`src/rtl/core/rgb_led_command_controller_defines.svh`:
```
// Assertion macros shared by the LED command controller RTL.
`ifndef RGB_LED_COMMAND_CONTROLLER_DEFINES_SVH
`define RGB_LED_COMMAND_CONTROLLER_DEFINES_SVH

`ifndef SYNTHESIS
// ante implies cons in the same cycle
`define RLCC_ASSERT_IMP(label, clk, rst_n, ante, cons, msg) \
    label: assert property (@(posedge clk) disable iff (!rst_n) (ante) |-> (cons)) \
        else $error(msg);
// ante implies cons in the following cycle
`define RLCC_ASSERT_NXT(label, clk, rst_n, ante, cons, msg) \
    label: assert property (@(posedge clk) disable iff (!rst_n) (ante) |=> (cons)) \
        else $error(msg);
`else
`define RLCC_ASSERT_IMP(label, clk, rst_n, ante, cons, msg)
`define RLCC_ASSERT_NXT(label, clk, rst_n, ante, cons, msg)
`endif

`endif

```
`src/rtl/core/rlcc_pkg.sv`:
```
// Shared types, codes and helpers of the LED command controller.
`timescale 1ns / 1ps

package rlcc_pkg;

    // input transaction
    typedef struct packed {
        logic       cmd;
        logic [7:0] rx_char;
    } t_in_item;

    // output transaction
    typedef struct packed {
        logic       kind;
        logic [7:0] out_byte;
        logic [1:0] line_status;
        logic       last;
    } t_out_item;

    // controller -> datapath
    typedef struct packed {
        logic capture;
        logic char_upd;
        logic line_end;
        logic wheel_step;
        logic emit;
    } t_dp_cmd;

    // datapath -> controller
    typedef struct packed {
        logic is_tick;
        logic is_cr;
        logic out_free;
        logic frame_last;
    } t_dp_stat;

    localparam logic CMD_CHAR = 1'b0;
    localparam logic CMD_TICK = 1'b1;

    localparam logic KIND_STRIP  = 1'b0;
    localparam logic KIND_STATUS = 1'b1;

    localparam logic [1:0] ST_RAINBOW = 2'd0;
    localparam logic [1:0] ST_COLOR   = 2'd1;
    localparam logic [1:0] ST_REJECT  = 2'd2;

    localparam logic [7:0] CHAR_CR   = 8'd13;
    localparam logic [7:0] CHAR_BS   = 8'd127;
    localparam logic [7:0] CHAR_HASH = 8'h23;
    localparam logic [7:0] CHAR_D    = 8'h44;
    localparam logic [7:0] CHAR_6    = 8'h36;
    localparam logic [7:0] CHAR_8    = 8'h38;

    localparam logic [7:0] COUNT_MAX    = 8'd255;
    localparam logic [7:0] RAINBOW_LEN  = 8'd12;
    localparam logic [7:0] COLOR_LEN    = 8'd9;

    localparam logic [7:0] RAINBOW_TEXT [12] = '{
        8'h23, 8'h46, 8'h55, 8'h4C, 8'h4C, 8'h52,
        8'h41, 8'h49, 8'h4E, 8'h42, 8'h4F, 8'h57
    };

    // LED header: three marker bits, then five brightness bits
    localparam logic [2:0] HDR_MARK     = 3'b111;
    localparam logic [4:0] BRIGHT_RESET = 5'd2;
    localparam logic [7:0] BYTE_START   = 8'h00;
    localparam logic [7:0] BYTE_END     = 8'hFF;

    // {ok, nibble}; ok low for a non-hex character
    function automatic logic [4:0] hex_decode(input logic [7:0] c);
        logic [4:0] res;
        res = 5'd0;
        priority if (c >= 8'h30 && c <= 8'h39) begin
            res = {1'b1, 4'(c - 8'h30)};
        end else if (c >= 8'h41 && c <= 8'h46) begin
            res = {1'b1, 4'(c - 8'h37)};
        end else if (c >= 8'h61 && c <= 8'h66) begin
            res = {1'b1, 4'(c - 8'h57)};
        end else begin
            res = 5'd0;
        end
        return res;
    endfunction

endpackage

```
`src/rtl/core/rgb_led_command_controller.sv`:
```
// Top level of the serial-command APA102-style LED strip controller.
`timescale 1ns / 1ps
`include "rgb_led_command_controller_defines.svh"

// Each input transaction is either a received character (cmd 0) or a refresh
// tick (cmd 1). Characters build a command line of up to LINE_MAX characters
// (127 deletes one, a longer line is rejected); carriage return closes it and
// returns one status transaction: 0 for an exact "#FULLRAINBOW" (clears all
// colors, rainbow mode), 1 for "#RRGGBBDn" with n = 6..8 (sets LED n-6, static
// mode), 2 for anything else. A tick returns one strip frame of
// 8 + 4*NUM_LEDS bytes (20 at defaults): four 0x00, per LED {111,brightness},
// blue, green, red, then four 0xFF; last marks the final byte. In rainbow mode
// the tick first steps a ping-pong wheel position that colors every LED.
// One transaction is in work at a time. A tick's frame comes from the frame
// sequencer at one byte per cycle while the output register is free; output
// back-pressure can stall a carriage return and stretches a frame. The output register
// lets the next input transaction be taken while the last result waits.
// Brightness (reset 2) sits at APB address 0; there is no clearing pass.
module rgb_led_command_controller #(
    parameter int NUM_LEDS = 3,
    parameter int LINE_MAX = 12
) (
    input  logic                i_clk,
    input  logic                i_rst_n,
    // input channel
    input  logic                i_in_valid,
    output logic                o_in_ready,
    input  rlcc_pkg::t_in_item  i_in_data,
    // output channel
    output logic                o_out_valid,
    input  logic                i_out_ready,
    output rlcc_pkg::t_out_item o_out_data,
    // APB configuration
    input  logic                psel,
    input  logic                penable,
    input  logic                pwrite,
    input  logic [1:0]          paddr,
    input  logic [31:0]         pwdata,
    output logic [31:0]         prdata,
    output logic                pready
);

    localparam logic [1:0] ADDR_BRIGHT = 2'd0;

    logic [4:0]         r_brightness;
    logic [4:0]         n_brightness;
    rlcc_pkg::t_dp_cmd  w_cmd;
    rlcc_pkg::t_dp_stat w_stat;

    // APB: no wait states, write lands in the access phase
    assign pready = 1'b1;

    always_comb begin
        n_brightness = r_brightness;
        if (psel && penable && pwrite && (paddr == ADDR_BRIGHT)) begin
            n_brightness = pwdata[4:0];
        end
    end

    always_ff @(posedge i_clk) begin
        if (!i_rst_n) begin
            r_brightness <= rlcc_pkg::BRIGHT_RESET;
        end else begin
            r_brightness <= n_brightness;
        end
    end

    assign prdata = (paddr == ADDR_BRIGHT) ? {27'd0, r_brightness} : 32'd0;

    // sequencer
    rlcc_ctrl u_ctrl (
        .i_clk      (i_clk),
        .i_rst_n    (i_rst_n),
        .i_in_valid (i_in_valid),
        .o_in_ready (o_in_ready),
        .o_cmd      (w_cmd),
        .i_stat     (w_stat)
    );

    // line decode, color store, wheel, frame bytes and output register
    rlcc_datapath #(
        .NUM_LEDS (NUM_LEDS),
        .LINE_MAX (LINE_MAX)
    ) u_datapath (
        .i_clk        (i_clk),
        .i_rst_n      (i_rst_n),
        .i_in_data    (i_in_data),
        .i_brightness (r_brightness),
        .i_cmd        (w_cmd),
        .o_stat       (w_stat),
        .i_out_ready  (i_out_ready),
        .o_out_valid  (o_out_valid),
        .o_out_data   (o_out_data)
    );

    // a result is only loaded when the output register can take it
    `RLCC_ASSERT_IMP(a_load_free, i_clk, i_rst_n, w_cmd.emit || w_cmd.line_end, w_stat.out_free, "result loaded into busy output register")
    // no input taken while a result is being produced
    `RLCC_ASSERT_IMP(a_ready_quiet, i_clk, i_rst_n, o_in_ready, !w_cmd.emit && !w_cmd.line_end, "input ready during result")
    // final frame byte returns the block to idle
    `RLCC_ASSERT_NXT(a_frame_done, i_clk, i_rst_n, w_cmd.emit && w_stat.frame_last, o_in_ready, "not idle after frame")
    // an accepted tick starts its frame with a wheel step
    `RLCC_ASSERT_NXT(a_tick_step, i_clk, i_rst_n, i_in_valid && o_in_ready && i_in_data.cmd, w_cmd.wheel_step, "tick without wheel step")

endmodule

```
`src/rtl/core/rlcc_ram.sv`:
```
// Generic single-write, single-read RAM with registered read data.
`timescale 1ns / 1ps

module rlcc_ram #(
    parameter int WIDTH = 24,
    parameter int DEPTH = 3
) (
    input  logic                                   i_clk,
    input  logic                                   i_we,
    input  logic [((DEPTH > 1) ? $clog2(DEPTH) : 1)-1:0] i_waddr,
    input  logic [WIDTH-1:0]                       i_wdata,
    input  logic [((DEPTH > 1) ? $clog2(DEPTH) : 1)-1:0] i_raddr,
    output logic [WIDTH-1:0]                       o_rdata
);

    logic [WIDTH-1:0] r_mem [DEPTH];
    logic [WIDTH-1:0] r_rdata;

    always_ff @(posedge i_clk) begin
        if (i_we) begin
            r_mem[i_waddr] <= i_wdata;
        end
        r_rdata <= r_mem[i_raddr];
    end

    assign o_rdata = r_rdata;

endmodule

```
`src/rtl/core/rlcc_ctrl.sv`:
```
// Sequencing state machine of the LED command controller.
`timescale 1ns / 1ps

module rlcc_ctrl (
    input  logic               i_clk,
    input  logic               i_rst_n,
    input  logic               i_in_valid,
    output logic               o_in_ready,
    output rlcc_pkg::t_dp_cmd  o_cmd,
    input  rlcc_pkg::t_dp_stat i_stat
);

    typedef enum logic [2:0] {
        S_IDLE   = 3'b001,
        S_DECODE = 3'b010,
        S_FRAME  = 3'b100
    } t_state;

    t_state r_state;
    t_state n_state;

    always_comb begin
        n_state    = r_state;
        o_cmd      = '0;
        o_in_ready = 1'b0;
        unique case (r_state)
            S_IDLE: begin
                o_in_ready = 1'b1;
                if (i_in_valid) begin
                    o_cmd.capture = 1'b1;
                    n_state       = S_DECODE;
                end
            end
            S_DECODE: begin
                priority if (i_stat.is_tick) begin
                    o_cmd.wheel_step = 1'b1;
                    n_state          = S_FRAME;
                end else if (!i_stat.is_cr) begin
                    o_cmd.char_upd = 1'b1;
                    n_state        = S_IDLE;
                end else if (i_stat.out_free) begin
                    o_cmd.line_end = 1'b1;
                    n_state        = S_IDLE;
                end else begin
                    n_state = S_DECODE;
                end
            end
            S_FRAME: begin
                if (i_stat.out_free) begin
                    o_cmd.emit = 1'b1;
                    if (i_stat.frame_last) begin
                        n_state = S_IDLE;
                    end
                end
            end
            default: begin
                n_state = S_IDLE;
            end
        endcase
    end

    always_ff @(posedge i_clk) begin
        if (!i_rst_n) begin
            r_state <= S_IDLE;
        end else begin
            r_state <= n_state;
        end
    end

endmodule

```
`src/rtl/core/rlcc_datapath.sv`:
```
// Line buffer, command decode, color store, wheel and frame byte datapath.
`timescale 1ns / 1ps

module rlcc_datapath #(
    parameter int NUM_LEDS = 3,
    parameter int LINE_MAX = 12
) (
    input  logic                i_clk,
    input  logic                i_rst_n,
    input  rlcc_pkg::t_in_item  i_in_data,
    input  logic [4:0]          i_brightness,
    input  rlcc_pkg::t_dp_cmd   i_cmd,
    output rlcc_pkg::t_dp_stat  o_stat,
    input  logic                i_out_ready,
    output logic                o_out_valid,
    output rlcc_pkg::t_out_item o_out_data
);

    localparam int LED_W       = (NUM_LEDS > 1) ? $clog2(NUM_LEDS) : 1;
    localparam int IDX_W       = $clog2(LINE_MAX);
    localparam int FRAME_BYTES = 8 + 4 * NUM_LEDS;
    localparam int BYTE_W      = $clog2(FRAME_BYTES);
    localparam logic [BYTE_W-1:0] LED_FIRST = BYTE_W'(4);
    localparam logic [BYTE_W-1:0] LED_END   = BYTE_W'(FRAME_BYTES - 4);
    localparam logic [BYTE_W-1:0] BYTE_LAST = BYTE_W'(FRAME_BYTES - 1);
    localparam logic [7:0]        LINE_LIM  = 8'(LINE_MAX);

    // payload
    rlcc_pkg::t_in_item  r_item;
    logic [7:0]          r_line [LINE_MAX];
    rlcc_pkg::t_out_item r_out;
    rlcc_pkg::t_out_item n_out;

    // control
    logic [7:0]          r_count, n_count;
    logic [NUM_LEDS-1:0] r_led_valid, n_led_valid;
    logic                r_rainbow, n_rainbow;
    logic [7:0]          r_wheel_pos, n_wheel_pos;
    logic                r_sweep_down, n_sweep_down;
    logic [BYTE_W-1:0]   r_byte_idx, n_byte_idx;
    logic                r_out_valid, n_out_valid;

    // line decode
    logic       rainbow_hit;
    logic       color_hit;
    logic       hex_ok;
    logic       line_long;
    logic [4:0] hx [6];
    logic [23:0] rgb;
    logic [1:0] led_sel;
    logic       led_in_range;
    logic [1:0] line_status;
    logic       color_we;
    logic       buf_we;

    always_comb begin
        rainbow_hit = (r_count == rlcc_pkg::RAINBOW_LEN);
        for (int k = 0; k < 12; k++) begin
            if (r_line[k] != rlcc_pkg::RAINBOW_TEXT[k]) begin
                rainbow_hit = 1'b0;
            end
        end
        hex_ok = 1'b1;
        for (int k = 0; k < 6; k++) begin
            hx[k] = rlcc_pkg::hex_decode(r_line[k + 1]);
            if (!hx[k][4]) begin
                hex_ok = 1'b0;
            end
        end
        rgb = {hx[0][3:0], hx[1][3:0], hx[2][3:0], hx[3][3:0], hx[4][3:0], hx[5][3:0]};
        color_hit = (r_count == rlcc_pkg::COLOR_LEN) && (r_line[0] == rlcc_pkg::CHAR_HASH)
                 && (r_line[7] == rlcc_pkg::CHAR_D) && (r_line[8] >= rlcc_pkg::CHAR_6)
                 && (r_line[8] <= rlcc_pkg::CHAR_8) && hex_ok;
        led_sel      = 2'(r_line[8] - rlcc_pkg::CHAR_6);
        led_in_range = ({30'd0, led_sel} < 32'(NUM_LEDS));
        line_long    = (r_count > LINE_LIM);
        priority if (line_long) begin
            line_status = rlcc_pkg::ST_REJECT;
        end else if (rainbow_hit) begin
            line_status = rlcc_pkg::ST_RAINBOW;
        end else if (color_hit) begin
            line_status = rlcc_pkg::ST_COLOR;
        end else begin
            line_status = rlcc_pkg::ST_REJECT;
        end
    end

    assign color_we = i_cmd.line_end && (line_status == rlcc_pkg::ST_COLOR) && led_in_range;
    assign buf_we   = i_cmd.char_upd && (r_item.rx_char != rlcc_pkg::CHAR_BS)
                   && (r_count < LINE_LIM);

    // rainbow wheel: p = 255 - pos, three linear segments
    logic [7:0] wp;
    logic [7:0] wseg;
    logic [9:0] w3;
    logic [23:0] wheel_rgb;

    always_comb begin
        wp = 8'd255 - r_wheel_pos;
        priority if (wp < 8'd85) begin
            wseg = wp;
        end else if (wp < 8'd170) begin
            wseg = wp - 8'd85;
        end else begin
            wseg = wp - 8'd170;
        end
        w3 = {2'b00, wseg} + {1'b0, wseg, 1'b0};
        priority if (wp < 8'd85) begin
            wheel_rgb = {8'd255 - w3[7:0], 8'd0, w3[7:0]};
        end else if (wp < 8'd170) begin
            wheel_rgb = {8'd0, w3[7:0], 8'd255 - w3[7:0]};
        end else begin
            wheel_rgb = {w3[7:0], 8'd255 - w3[7:0], 8'd0};
        end
    end

    // frame byte select
    logic [BYTE_W-1:0] led_ofs;
    logic [1:0]        phase;
    logic              in_leds;
    logic [LED_W-1:0]  led_addr;
    logic [23:0]       ram_rgb;
    logic [23:0]       led_rgb;
    logic [7:0]        frame_byte;
    logic              frame_last;

    assign led_ofs    = r_byte_idx - LED_FIRST;
    assign phase      = led_ofs[1:0];
    assign in_leds    = (r_byte_idx >= LED_FIRST) && (r_byte_idx < LED_END);
    assign led_addr   = in_leds ? LED_W'(led_ofs[BYTE_W-1:2]) : '0;
    assign frame_last = (r_byte_idx == BYTE_LAST);

    // color row address is set at the LED's header byte, so the registered read data is ready for its blue byte
    rlcc_ram #(
        .WIDTH (24),
        .DEPTH (NUM_LEDS)
    ) u_color_ram (
        .i_clk   (i_clk),
        .i_we    (color_we),
        .i_waddr (LED_W'(led_sel)),
        .i_wdata (rgb),
        .i_raddr (led_addr),
        .o_rdata (ram_rgb)
    );

    always_comb begin
        if (r_rainbow) begin
            led_rgb = wheel_rgb;
        end else if (r_led_valid[led_addr]) begin
            led_rgb = ram_rgb;
        end else begin
            led_rgb = 24'd0;
        end
        priority if (r_byte_idx < LED_FIRST) begin
            frame_byte = rlcc_pkg::BYTE_START;
        end else if (!in_leds) begin
            frame_byte = rlcc_pkg::BYTE_END;
        end else begin
            unique case (phase)
                2'd0:    frame_byte = {rlcc_pkg::HDR_MARK, i_brightness};
                2'd1:    frame_byte = led_rgb[7:0];
                2'd2:    frame_byte = led_rgb[15:8];
                default: frame_byte = led_rgb[23:16];
            endcase
        end
    end

    // next state
    always_comb begin
        n_count      = r_count;
        n_led_valid  = r_led_valid;
        n_rainbow    = r_rainbow;
        n_wheel_pos  = r_wheel_pos;
        n_sweep_down = r_sweep_down;
        n_byte_idx   = r_byte_idx;
        n_out_valid  = r_out_valid && !i_out_ready;
        n_out        = r_out;

        if (i_cmd.char_upd) begin
            if (r_item.rx_char == rlcc_pkg::CHAR_BS) begin
                if (r_count != 8'd0) begin
                    n_count = r_count - 8'd1;
                end
            end else if (r_count != rlcc_pkg::COUNT_MAX) begin
                n_count = r_count + 8'd1;
            end
        end

        if (i_cmd.line_end) begin
            n_count = 8'd0;
            if (line_status == rlcc_pkg::ST_RAINBOW) begin
                n_rainbow   = 1'b1;
                n_led_valid = '0;
            end else if (line_status == rlcc_pkg::ST_COLOR) begin
                n_rainbow = 1'b0;
                if (led_in_range) begin
                    n_led_valid[LED_W'(led_sel)] = 1'b1;
                end
            end
            n_out_valid = 1'b1;
            n_out = '{kind: rlcc_pkg::KIND_STATUS, out_byte: 8'd0,
                      line_status: line_status, last: 1'b1};
        end

        if (i_cmd.wheel_step && r_rainbow) begin
            if (r_wheel_pos == 8'd255) begin
                n_sweep_down = 1'b1;
            end else if (r_wheel_pos == 8'd0) begin
                n_sweep_down = 1'b0;
            end
            n_wheel_pos = n_sweep_down ? r_wheel_pos - 8'd1 : r_wheel_pos + 8'd1;
        end

        if (i_cmd.emit) begin
            n_byte_idx  = frame_last ? '0 : r_byte_idx + BYTE_W'(1);
            n_out_valid = 1'b1;
            n_out = '{kind: rlcc_pkg::KIND_STRIP, out_byte: frame_byte,
                      line_status: rlcc_pkg::ST_RAINBOW, last: frame_last};
        end
    end

    always_ff @(posedge i_clk) begin
        if (!i_rst_n) begin
            r_count      <= 8'd0;
            r_led_valid  <= '0;
            r_rainbow    <= 1'b0;
            r_wheel_pos  <= 8'd0;
            r_sweep_down <= 1'b0;
            r_byte_idx   <= '0;
            r_out_valid  <= 1'b0;
        end else begin
            r_count      <= n_count;
            r_led_valid  <= n_led_valid;
            r_rainbow    <= n_rainbow;
            r_wheel_pos  <= n_wheel_pos;
            r_sweep_down <= n_sweep_down;
            r_byte_idx   <= n_byte_idx;
            r_out_valid  <= n_out_valid;
        end
    end

    always_ff @(posedge i_clk) begin
        if (i_cmd.capture) begin
            r_item <= i_in_data;
        end
        if (buf_we) begin
            r_line[r_count[IDX_W-1:0]] <= r_item.rx_char;
        end
        r_out <= n_out;
    end

    assign o_stat = '{is_tick: (r_item.cmd == rlcc_pkg::CMD_TICK),
                      is_cr: (r_item.rx_char == rlcc_pkg::CHAR_CR),
                      out_free: (!r_out_valid || i_out_ready),
                      frame_last: frame_last};

    assign o_out_valid = r_out_valid;
    assign o_out_data  = r_out;

endmodule
```
`config.mk`:
```
export PLATFORM = sky130hd
export DESIGN_NAME = rgb_led_command_controller
export DESIGN_NICKNAME = d
export VERILOG_FILES = /design/src/rtl/core/rlcc_pkg.sv /design/src/rtl/core/rgb_led_command_controller.sv /design/src/rtl/core/rlcc_ram.sv /design/src/rtl/core/rlcc_ctrl.sv /design/src/rtl/core/rlcc_datapath.sv
export VERILOG_INCLUDE_DIRS = /design/src /design/src/rtl/core
export SDC_FILE = /design/constraint.sdc
export NUM_CORES = 1
export LEC_CHECK = 0
export ABC_CLOCK_PERIOD_IN_PS = 5950
export BUFFER_PORTS_ARGS = -buffer_cell sky130_fd_sc_hd__buf_2
export CORE_MARGIN = 2
export CORE_UTILIZATION = 60
export CTS_CLUSTER_DIAMETER = 200
export DETAILED_ROUTE_END_ITERATION = 6
export PLACE_DENSITY = 0.8
export SLEW_MARGIN = 20
export SYNTH_ARGS = -nofsm -noshare
export SYNTH_HDL_FRONTEND = slang
export SYNTH_SLANG_ARGS = --single-unit
```
`constraint.sdc`:
```
create_clock -name i_clk -period 5.95 [get_ports i_clk]
set_clock_uncertainty 0.1 [all_clocks]
set_input_delay 0.595 -clock i_clk [delete_from_list [all_inputs] [get_ports i_clk]]
set_output_delay 0.595 -clock i_clk [all_outputs]
set_load 0.05 [all_outputs]
```
Word-level counts from Yosys, hierarchy flattened
Memory sizes are Yosys's and may differ from the RTL's. A register that Yosys moved wholly into a read port is not among the register bits.
Index checks and enable logic that the tools add are counted.
- register bits after elaboration: 56
- output and inout port bits: 47
- input port bits: 50
- memories: 2
- memory bits (writable): 168
- add/sub/neg operators: 30
- eq/ne operators: 32
- order comparisons: 49
- bitwise operators: 2
- reductions and logical operators: 51
- multiplexer cells: 92
- memory list (memory ; words ; bits a word ; rd ports ; clocked after Yosys merged registers in ; write ports ; RTL line ; RTL):
    u_datapath.r_line ; 12 ; 8 ; 12 ; 0 ; 1 ; rlcc_datapath.sv:30 ; logic [7:0] r_line [LINE_MAX];
    u_datapath.u_color_ram.r_mem ; 3 ; 24 ; 1 ; 1 ; 1 ; rlcc_ram.sv:16 ; logic [WIDTH-1:0] r_mem [DEPTH];
- operators by type and width (operator ; count):
    two-way mux 5 bit ; 20
    greater-or-equal comparator 8 x 7 -> 1 bit, second input constant ; 12
    <= comparator 8 x 7 -> 1 bit, second input constant ; 12
    two-way mux 24 bit ; 4
    inequality test 8 x 7 -> 1 bit, second input constant ; 12
    two-way mux 8 bit ; 8
    greater-or-equal comparator 8 x 6 -> 1 bit, second input constant ; 7
    <= comparator 8 x 6 -> 1 bit, second input constant ; 7
    subtractor 4 x 3 -> 4 bit, second input constant ; 13
    two-way mux 1 bit ; 39
    logical AND 1 bit ; 34
    equality test 8 x 4 -> 1 bit, second input constant ; 3
    two-way mux 3 bit ; 8
    case mux 8 bit (3 select lines) ; 1
    subtractor 4 x 1 -> 4 bit, second input constant ; 6
    two-way mux 11 bit ; 2
    adder 8 x 1 -> 8 bit, second input constant ; 2
    equality test 8 x 7 -> 1 bit, second input constant ; 2
    subtractor 8 x 1 -> 8 bit, second input constant ; 2
    subtractor 8 bit, first input constant ; 2
    two-way mux 2 bit ; 7
    case mux 3 bit (3 select lines) ; 1
    AND reduction 3 bit ; 3
    adder 8 bit ; 1
    other kinds (38) ; 48

Logic depth before layout (Yosys ltp)
Gate-level depths: netlist (run 1).
An unclocked memory read counts as a cell.
- depth in word-level cells: 21
- mapped depth: 21

Hierarchy
From an unflattened synthesis (run 1), not the netlist that was laid out.
- cells, all modules: 1047
- area total of the unflattened synthesis: 12223.0 sq um
- by module, submodules not included (module ; sequential area each (sq um) ; area each (sq um) ; cells an instance ; instances):
    rlcc_datapath ; 4023.9 ; 8354.3 ; 781 ; 1
    rlcc_ram ; 2642.5 ; 3194.3 ; 179 ; 1
    rgb_led_command_controller ; 100.1 ; 480.5 ; 60 ; 1
    rlcc_ctrl ; 60.1 ; 193.9 ; 27 ; 1

Least setup slack after synthesis (run 1)
Ideal clock, no wire load.
- kind: flip-flop to flip-flop
- start: register u_datapath.r_wheel_pos[1]
- end: register u_datapath.r_out, in the netlist u_datapath.o_out_data[10], data pin
- required time: 5594 ps
- library setup time: 256 ps
- buffers on the path: 2
- stages on the path, launching flop included: 21
- data arrival time: 4196 ps
- path slack: 1398 ps
- cell sequence: dfxtp_1 -> ha_1 -> o21ai_0 -> a31oi_1 -> clkbuf_1 -> clkbuf_1 -> nor4_1 -> a21oi_1 -> o21a_1 -> inv_1 -> fa_1 -> nor2b_1 -> o31a_1 -> o21ai_0 -> nand2b_1 -> xnor2_1 -> ha_1 -> a311o_1 -> a31oi_1 -> o311ai_0 -> a31o_2
- RTL lines (what ; RTL line ; RTL):
    start: declaration ; rlcc_datapath.sv:38 ; logic [7:0] r_wheel_pos, n_wheel_pos;
    start signal: assignment ; rlcc_datapath.sv:235 ; r_wheel_pos <= n_wheel_pos;
    end signal: assignment ; rlcc_datapath.sv:249 ; r_out <= n_out;
    end: declaration ; rlcc_datapath.sv:31 ; rlcc_pkg::t_out_item r_out;

==> results.cfg, run 1 <==
[floorplan]
rows = 51
die_y_um = 146
die_w_um = 146
start_util_pct = 61.5
io_pins = 97
core_area_um2 = 19600
dieArea_um2 = 21200

[synthesis]
ys_seq_area_share_pct = 56.7
synth_top_flop_cell = edfxtp_1
netlist_area_um2 = 12100
yosys_warnings = 0
async_flop_share_pct = 0
avgSynthCellArea_um2 = 11.5
synth_edf_count = 186
ys_ff_latch = 248
ys_types = 79
syn_inst = 1047

[place]
dpl-instance-area_um2 = 12400
dp_slack_ps = 1030
numPortBuffers = 41
dp_cells = 1325
hpwl_mm = 16.5
gp_congestion = 0.857

[detailed_routing]
firstDrtPassIters = 5
route.detailed.drc = 0
dr_total_vias = 8048
wl_per_cell_um = 17.5
drt_iter0_markers = 466
viasPerCell = 5.87
ant_nets = 0
routed_wirelength_mm = 23.9

[global_routing]
grt_max_degree = 49
grt_pass1_wl_mm = 38.4
grt_pass1_vias = 7720
grt_overflow = 0
antenna_found_initial = 0
track_usage_pct = 22.3

[timing]
slew_headroom_pct = 26.2
min_period_ps = 5020
finalSetupViolCount = 0
period_share_pct = 84.4
finalSetupTns_ps = 0
setup_ws_ps = 927
hold_viol = 0
finalMaxSlewViolations = 0
max_freq_mhz = 199
rsz0062_at_grt = false
holdWs_ps = 161
max_slew.worst_pin.slew_ps = 1100

[finish]
utilization_pct = 67.3
layout-drive-gt1-share_pct = 10.1
area_growth_pct = 9.47
n_fill_cell = 1447
layout.nets = 1209
fin_cells = 1370
postLayoutCellArea_um2 = 13200
antennaDiodeCount = 0

[status]
status = finished clean

[worst_setup_path]
cp_slowest_cell = dfxtp_1
cp_top_family = compound AO/OA/AOI/OAI gates
r2r_slack_ps = 930
worstReg2RegStart = u_datapath.r_wheel_pos[1]
cp.buffers_inverters = 3
reg2reg_depth = 20
r2r_end = u_datapath.o_out_data[10]
end_kind = register
crit_chain = a21oi_1, o21bai_1, a21o_1, buf_4, inv_1, a211oi_1, a21o_1, ha_1, inv_1, fa_1, nor2b_1, o31a_1, o21ai_0, nand2b_1, xnor2_1, ha_1, a311o_1, a31oi_1, o311ai_0, a31o_2
worstSetupPathType = reg -> reg
crit_path_start_kind = register
cp.arrival_ps = 5180
worstPathRequired_ps = 6110
crit_fanout = 17
max_stage_delay_ps = 600

[hold_path]
hold_path_depth = 1
hold_start = i_in_data[2]
min_path_type = in -> reg
hold_end = u_datapath.r_item[2]

[power_and_ir_drop]
total_power_mw = 3.44
max-vdd-ir-drop_mv = 0.258
power_density_nw_per_um2 = 261
p_leak_nw = 5.12

[clock_network]
tritoncts = done
clockBufferDepth = 3
worst_skew_pair.late_latency_ps = 510
cts_buffers = 25
cts_root_buffer = clkbuf_16
ctsResizeCount = 0
cts_hold_buf = 0
path_clk_slew_ps = 60
postCtsSetupBuffers = 0
clkSinkCount = 248
htreeDepth = 1

[job]
drv_cap = 0
==> metal layers <==
metal / track usage [%] / vias to the layer above / share of wire [%]
met3: 2.54 / 48 / 5.0
li1: - / 3908 / -
met1: 28.6 / 3848 / 42
met4: 6.37 / 0 / 2.5
met5: 0 / - / 0
met2: 40.2 / 244 / 50
==> worst max-delay path by stage <==
stage	start	to	slack [ps]	cells after the start
3_5_place_dp	u_datapath.r_wheel_pos[1]	u_datapath.o_out_data[10]	1030	20
5_1_grt	u_datapath.r_wheel_pos[1]	u_datapath.o_out_data[10]	540	20
2_1_floorplan	u_datapath.r_wheel_pos[1]	u_datapath.o_out_data[10]	1400	20
3_3_place_gp	u_datapath.r_wheel_pos[1]	u_datapath.o_out_data[10]	1170	20
6_report	u_datapath.r_wheel_pos[1]	u_datapath.o_out_data[10]	930	20
4_1_cts	u_datapath.r_wheel_pos[1]	u_datapath.o_out_data[10]	1000	20
==> where the power goes <==
group | internal [mW] | switching (mW) | total, mW
Sequential | 1.86 | 0.0238 | 1.88
Combinational | 0.0135 | 0.0627 | 0.0762
Clock | 0.859 | 0.619 | 1.48
Total | 2.73 | 0.705 | 3.44
==> cell usage in the layout, fill, tap and decap left out, types with 5 or more instances in the layout <==
cell type and count:
nor4_1 12, nand4_1 13, conb_1 28, clkbuf_16 25, o21ai_0 75, nor2_1 77
nand2_1 87, nor3b_1 6, a21oi_1 38, a21o_1 7, nand2b_1 13, nand3_1 27
edfxtp_1 186, nor3_1 14, ha_1 69, mux2i_1 36, a22o_1 10, clkinv_2 8
a221oi_1 6, nor4b_1 5, or3b_2 5, dfxtp_1 62, o21bai_1 10, xor2_1 5
xnor2_1 14, o21a_1 10, nand4b_1 5, a31oi_1 12, a211oi_1 17, buf_2 41
and2_1 8, buf_4 8, o22ai_1 7, and3_1 7, inv_1 56, a2111oi_0 6
==> worst register-to-register path, cell delays in order, from the launching register on <==
cell      delay, ps
dfxtp_1         600
a21oi_1         200
o21bai_1        200
a21o_1          140
buf_4           220
inv_1           260
a211oi_1        290
a21o_1          160
ha_1            180
inv_1            60
fa_1            410
nor2b_1         180
o31a_1          170
o21ai_0          80
nand2b_1        150
xnor2_1         210
ha_1            290
a311o_1         300
a31oi_1         150
o311ai_0        150
a31o_2          270
==> cell type report <==
type	count	area (µm²)	area share, %
Sequential cell	248	6830	51.8
Tap cell	265	332	2.51
Inverter	57	214	1.62
Clock buffer	29	641	4.86
Multi-Input combinational cell	706	4780	36.2
Timing Repair Buffer	49	265	2.01
Clock inverter	16	136	1.03
==> cells in the mapped netlist (12+ instances only) <==
| library cell | count | share of area, % |
|---|---|---|
| ha_1 | 69 | 7.2 |
| nor3_1 | 16 | 0.66 |
| nor4_1 | 12 | 0.62 |
| nand2b_1 | 13 | 0.67 |
| inv_1 | 56 | 1.7 |
| a21oi_1 | 38 | 1.6 |
| xnor2_1 | 14 | 1.0 |
| a31oi_1 | 12 | 0.62 |
| mux2i_1 | 36 | 3.0 |
| a211oi_1 | 17 | 1.1 |
| clkbuf_1 | 30 | 0.93 |
| dfxtp_1 | 62 | 10 |
| o21ai_0 | 75 | 3.1 |
| nand4_1 | 13 | 0.67 |
| edfxtp_1 | 186 | 46 |
| nor2_1 | 78 | 2.4 |
| nand2_1 | 87 | 2.7 |
| nand3_1 | 27 | 1.1 |
| buf_4 | 29 | 1.8 |
==> sequential cells by signal, indices dropped and copies added, names as in the netlist <==
| signal | flops |
|---|---|
| u_datapath.r_item | 8 |
| u_datapath.o_out_data | 12 |
| u_datapath.u_color_ram.r_mem | 72 |
| u_datapath.r_led_valid | 3 |
| u_datapath.o_out_valid | 1 |
| u_datapath.u_color_ram.o_rdata | 24 |
| u_datapath.r_line | 96 |
| u_datapath.r_byte_idx | 5 |
| u_datapath.o_stat | 1 |
| u_ctrl.r_state | 3 |
| r_brightness | 5 |
| u_datapath.r_rainbow | 1 |
| u_datapath.r_count | 8 |
| u_datapath.r_wheel_pos | 8 |
| u_datapath.r_sweep_down | 1 |
==> logic make-up (layout without fill, tap and decap cells) <==
group           count (synthesis)  after routing  share of synthesized area (%)
fa+ha+maj                      72             72                           7.66
other cells                     2             28                         0.0623
simple gates                  315            315                           13.4
xor+xnor                       19             19                           1.38
mux                            36             36                           2.99
buf+inv                       119            151                           4.62
compound gates                236            236                           13.2
flops                         248            248                           56.7
No activity file was read; power rests on OpenSTA's default activity.
==> run 2, diff against run 1 <==
--- a/config.mk
+++ b/config.mk
@@ -6,7 +6,7 @@
 export SDC_FILE = /design/constraint.sdc
 export NUM_CORES = 1
 export LEC_CHECK = 0
-export ABC_CLOCK_PERIOD_IN_PS = 5950
+export ABC_CLOCK_PERIOD_IN_PS = 4900
 export BUFFER_PORTS_ARGS = -buffer_cell sky130_fd_sc_hd__buf_2
 export CORE_MARGIN = 2
 export CORE_UTILIZATION = 60
==> constraint.sdc (replaced) <==
create_clock -name i_clk -period 4.9 [get_ports i_clk]
set_clock_uncertainty 0.1 [all_clocks]
set_input_delay 0.49 -clock i_clk [delete_from_list [all_inputs] [get_ports i_clk]]
set_output_delay 0.49 -clock i_clk [all_outputs]
set_load 0.05 [all_outputs]
==> results.cfg, run 2 (synthesis results as in run 1) <==
[detailed_routing]
route.detailed.drc = 0
drt_iter0_markers = 644
viasPerCell = 5.87
dr_total_vias = 8104
routed_wirelength_mm = 24.1
firstDrtPassIters = 5
wl_per_cell_um = 17.5
ant_nets = 0

[floorplan]
io_pins = 97
die_w_um = 146
start_util_pct = 61.5
core_area_um2 = 19600
die_y_um = 146
dieArea_um2 = 21200
rows = 51

[clock_network]
cts_buffers = 25
ctsResizeCount = 0
cts_root_buffer = clkbuf_16
clockBufferDepth = 3
path_clk_slew_ps = 60
tritoncts = done
worst_skew_pair.late_latency_ps = 520
htreeDepth = 1
clkSinkCount = 248
postCtsSetupBuffers = 0
cts_hold_buf = 0

[status]
status = finished clean

[timing]
min_period_ps = 4510
finalSetupViolCount = 0
rsz0062_at_grt = false
hold_viol = 0
period_share_pct = 92.1
slew_headroom_pct = 30.8
max_slew.worst_pin.slew_ps = 1030
max_freq_mhz = 222
finalSetupTns_ps = 0
finalMaxSlewViolations = 0
holdWs_ps = 48.7

[worst_setup_path]
crit_path_start_kind = register
crit_fanout = 7
worstSetupPathType = reg -> reg
end_kind = register
cp.arrival_ps = 4690
worstPathRequired_ps = 5080

[finish]
final_cell_mix = edfxtp_1, nand2_1, nor2_1
area_growth_pct = 10.2
fin_cells = 1381
top_register = u_datapath.r_line
layout_commonest_cell = edfxtp_1
n_fill_cell = 1398
layout-drive-gt1-share_pct = 11.1
antennaDiodeCount = 0
utilization_pct = 67.8
largest_reg_flops = 96
layout.nets = 1220

[global_routing]
track_usage_pct = 22.9
grt_pass1_vias = 7865
grt_max_degree = 49
grt_pass1_wl_mm = 39.4
antenna_found_initial = 0
grt_overflow = 0

[hold_path]
min_path_type = in -> reg

[place]
dp_cells = 1336
numPortBuffers = 41
gp_congestion = 0.869
hpwl_mm = 16.7

[power_and_ir_drop]
power_density_nw_per_um2 = 313
p_leak_nw = 5.15
max-vdd-ir-drop_mv = 0.359

[job]
drv_cap = 0
==> run 2: worst max-delay path: stages, from the launching register on <==
cell and delay, ps:
dfxtp_1 390, ha_1 260, o21ai_0 160, a31oi_1 490, a21oi_1 100, a21o_1 240
ha_1 220, inv_1 70, fa_1 210, nor2b_1 70, o31a_1 250, o21ai_0 160
nand2b_1 140, xnor2_1 280, ha_1 290, a311o_1 310, a31oi_1 150, o311ai_0 140
a31o_2 260
==> run 2: final cells by class <==
type	instances	area (µm²)	share of cell area, %
tap	265	332	2.50
sequential	248	6830	51.4
clock inverter	9	53.8	0.405
multi-input combinational	706	4780	36.0
timing repair buffer	60	348	2.62
inverter	57	214	1.61
clock buffer	36	718	5.41
==> run 2: routing by layer <==
metal  vias to the layer above  global-route usage (%)  share of wire, %
met1                      3883                    29.7                42
met2                       256                    40.0                49
met4                         0                    6.42               2.2
met5                         -                       0                 0
li1                       3929                       -                 -
met3                        36                    3.57               6.2
==> run 2: path summary, 6_finish.rpt <==
path,slack [ps],cells after the start,end,from
hold / removal,50,1,u_datapath.r_item[6],i_in_data[6]
setup reg to reg,390,18,u_datapath.o_out_data[10],u_datapath.r_wheel_pos[1]
hold reg to reg,340,2,u_datapath.u_color_ram.o_rdata[23],u_datapath.u_color_ram.r_mem[2][23]
setup / recovery,390,18,u_datapath.o_out_data[10],u_datapath.r_wheel_pos[1]
==> run 2: power by group <==
group / internal, mW / leakage, nW / switching (mW)
logic: 0.0201 / 2.51 / 0.0909
registers: 2.26 / 2.27 / 0.0150
clock network: 1.02 / 0.370 / 0.753
==> run 2: through the flow <==
stage	power, mW	worst slack, ps	cell area [µm²]
2_1_floorplan	2.41	348	12100
3_3_place_gp	2.43	450	12500
3_5_place_dp	2.43	289	12500
6_report	4.16	387	13300
4_1_cts	4.18	283	13300
5_1_grt	4.28	32.2	13300
==> run 3, diff against run 2 <==
--- a/config.mk
+++ b/config.mk
@@ -9,11 +9,10 @@
 export ABC_CLOCK_PERIOD_IN_PS = 4900
 export BUFFER_PORTS_ARGS = -buffer_cell sky130_fd_sc_hd__buf_2
 export CORE_MARGIN = 2
-export CORE_UTILIZATION = 60
+export CORE_UTILIZATION = 44
 export CTS_CLUSTER_DIAMETER = 200
 export DETAILED_ROUTE_END_ITERATION = 6
-export PLACE_DENSITY = 0.8
-export SLEW_MARGIN = 20
+export SLEW_MARGIN = 0
 export SYNTH_ARGS = -nofsm -noshare
 export SYNTH_HDL_FRONTEND = slang
 export SYNTH_SLANG_ARGS = --single-unit
==> results.cfg, run 3 (synthesis results as in run 1) <==
[finish]
largest_reg_flops = 96
final_cell_mix = edfxtp_1, nand2_1, nor2_1
layout-drive-gt1-share_pct = 10.9
layout.nets = 1224
top_register = u_datapath.r_line
area_growth_pct = 11.6
utilization_pct = 49.9
n_fill_cell = 2339
antennaDiodeCount = 0
layout_commonest_cell = edfxtp_1

[worst_setup_path]
crit_fanout = 7
path_common_cell = ha_1
crit_path_start_kind = register
cp_slowest_cell = dfxtp_1
crit_chain = ha_1, o21ai_0, a31o_2, a211oi_1, a21o_1, ha_1, inv_1, fa_1, nor2b_1, o31a_1, o21ai_0, nand2b_1, xnor2_1, ha_1, a311o_1, a31oi_1, o311ai_0, a31o_2
cp.buffers_inverters = 1
worstPathRequired_ps = 5070
cp.arrival_ps = 4710
worstSetupPathType = reg -> reg
cp_top_family = compound AO/OA/AOI/OAI gates
max_stage_delay_ps = 450
end_kind = register
r2r_slack_ps = 360

[status]
status = finished clean

[floorplan]
die_w_um = 169
rows = 60
die_y_um = 169
io_pins = 97
dieArea_um2 = 28700
start_util_pct = 44.7
core_area_um2 = 27000

[timing]
slew_headroom_pct = 24.7
period_share_pct = 92.7
max_slew.worst_pin.slew_ps = 1120
rsz0062_at_grt = false
finalMaxSlewViolations = 0
finalSetupTns_ps = 0
finalSetupViolCount = 0
max_freq_mhz = 220
min_period_ps = 4540
hold_viol = 0

[place]
gp_congestion = 0.816
hpwl_mm = 17.5
numPortBuffers = 41

[clock_network]
cts_buffers = 26
cts_hold_buf = 0
postCtsSetupBuffers = 0
clkSinkCount = 248
path_clk_slew_ps = 60
ctsResizeCount = 0
clockBufferDepth = 3
cts_root_buffer = clkbuf_16
htreeDepth = 1
worst_skew_pair.late_latency_ps = 520
tritoncts = done

[detailed_routing]
viasPerCell = 5.43
wl_per_cell_um = 17.0
routed_wirelength_mm = 24.9
dr_total_vias = 7937
drt_iter0_markers = 627
route.detailed.drc = 0
firstDrtPassIters = 5
ant_nets = 0

[power_and_ir_drop]
p_leak_nw = 5.19
power_density_nw_per_um2 = 318
max-vdd-ir-drop_mv = 0.334

[global_routing]
grt_overflow = 0
grt_pass1_vias = 7410
grt_pass1_wl_mm = 39.8
track_usage_pct = 17.4
antenna_found_initial = 1
grt_max_degree = 49

[job]
drv_cap = 0

[hold_path]
min_path_type = in -> reg
-- run 3: cell type report --
class,count,area [µm²],share of cell area [%]
well taps,341,427,3.17
repair buffers,63,370,2.75
inverters,57,214,1.59
clock inverters,10,98.8,0.735
multi-input cells,706,4780,35.6
flip-flops and latches,248,6830,50.8
clock buffers,38,727,5.41
-- run 3: layer usage --
metal  wire [µm]  vias to the layer above  global-route usage (%)
met4         490                        0                    4.27
met3        1010                       37                    2.24
li1            -                     3951                       -
met1       11800                     3770                    24.1
met5           0                        -                       0
met2       11600                      179                    29.2
-- run 3: report_power, final --
part / internal [mW] / leakage [nW] / switching (mW)
combinational: 0.0209 / 2.52 / 0.0936
clock: 1.13 / 0.400 / 0.756
sequential: 2.26 / 2.27 / 0.0129
-- run 3: metrics by stage --
| stage | instances | power (mW) | hold WS [ps] | worst slack [ps] | instance area, µm² |
|---|---|---|---|---|---|
| 2_1_floorplan | 1073 | 2.41 | 318 | 348 | 12100 |
| 3_3_place_gp | 1415 | 2.43 | 323 | 386 | 12600 |
| 3_5_place_dp | 1415 | 2.43 | 332 | 335 | 12600 |
| 4_1_cts | 1463 | 4.31 | 25.9 | 304 | 13400 |
| 5_1_grt | 1463 | 4.41 | 22.5 | 41.5 | 13400 |
| 6_report | 1463 | 4.27 | 39.7 | 359 | 13400 |
-- run 3: worst paths after layout --
kind	from	cells after the start	to
max	u_datapath.r_wheel_pos[1]	18	u_datapath.o_out_data[10]
min	i_in_data[8]	1	u_datapath.o_stat[3]
max reg2reg	u_datapath.r_wheel_pos[1]	18	u_datapath.o_out_data[10]
min reg2reg	u_datapath.u_color_ram.r_mem[2][22]	2	u_datapath.u_color_ram.o_rdata[22]
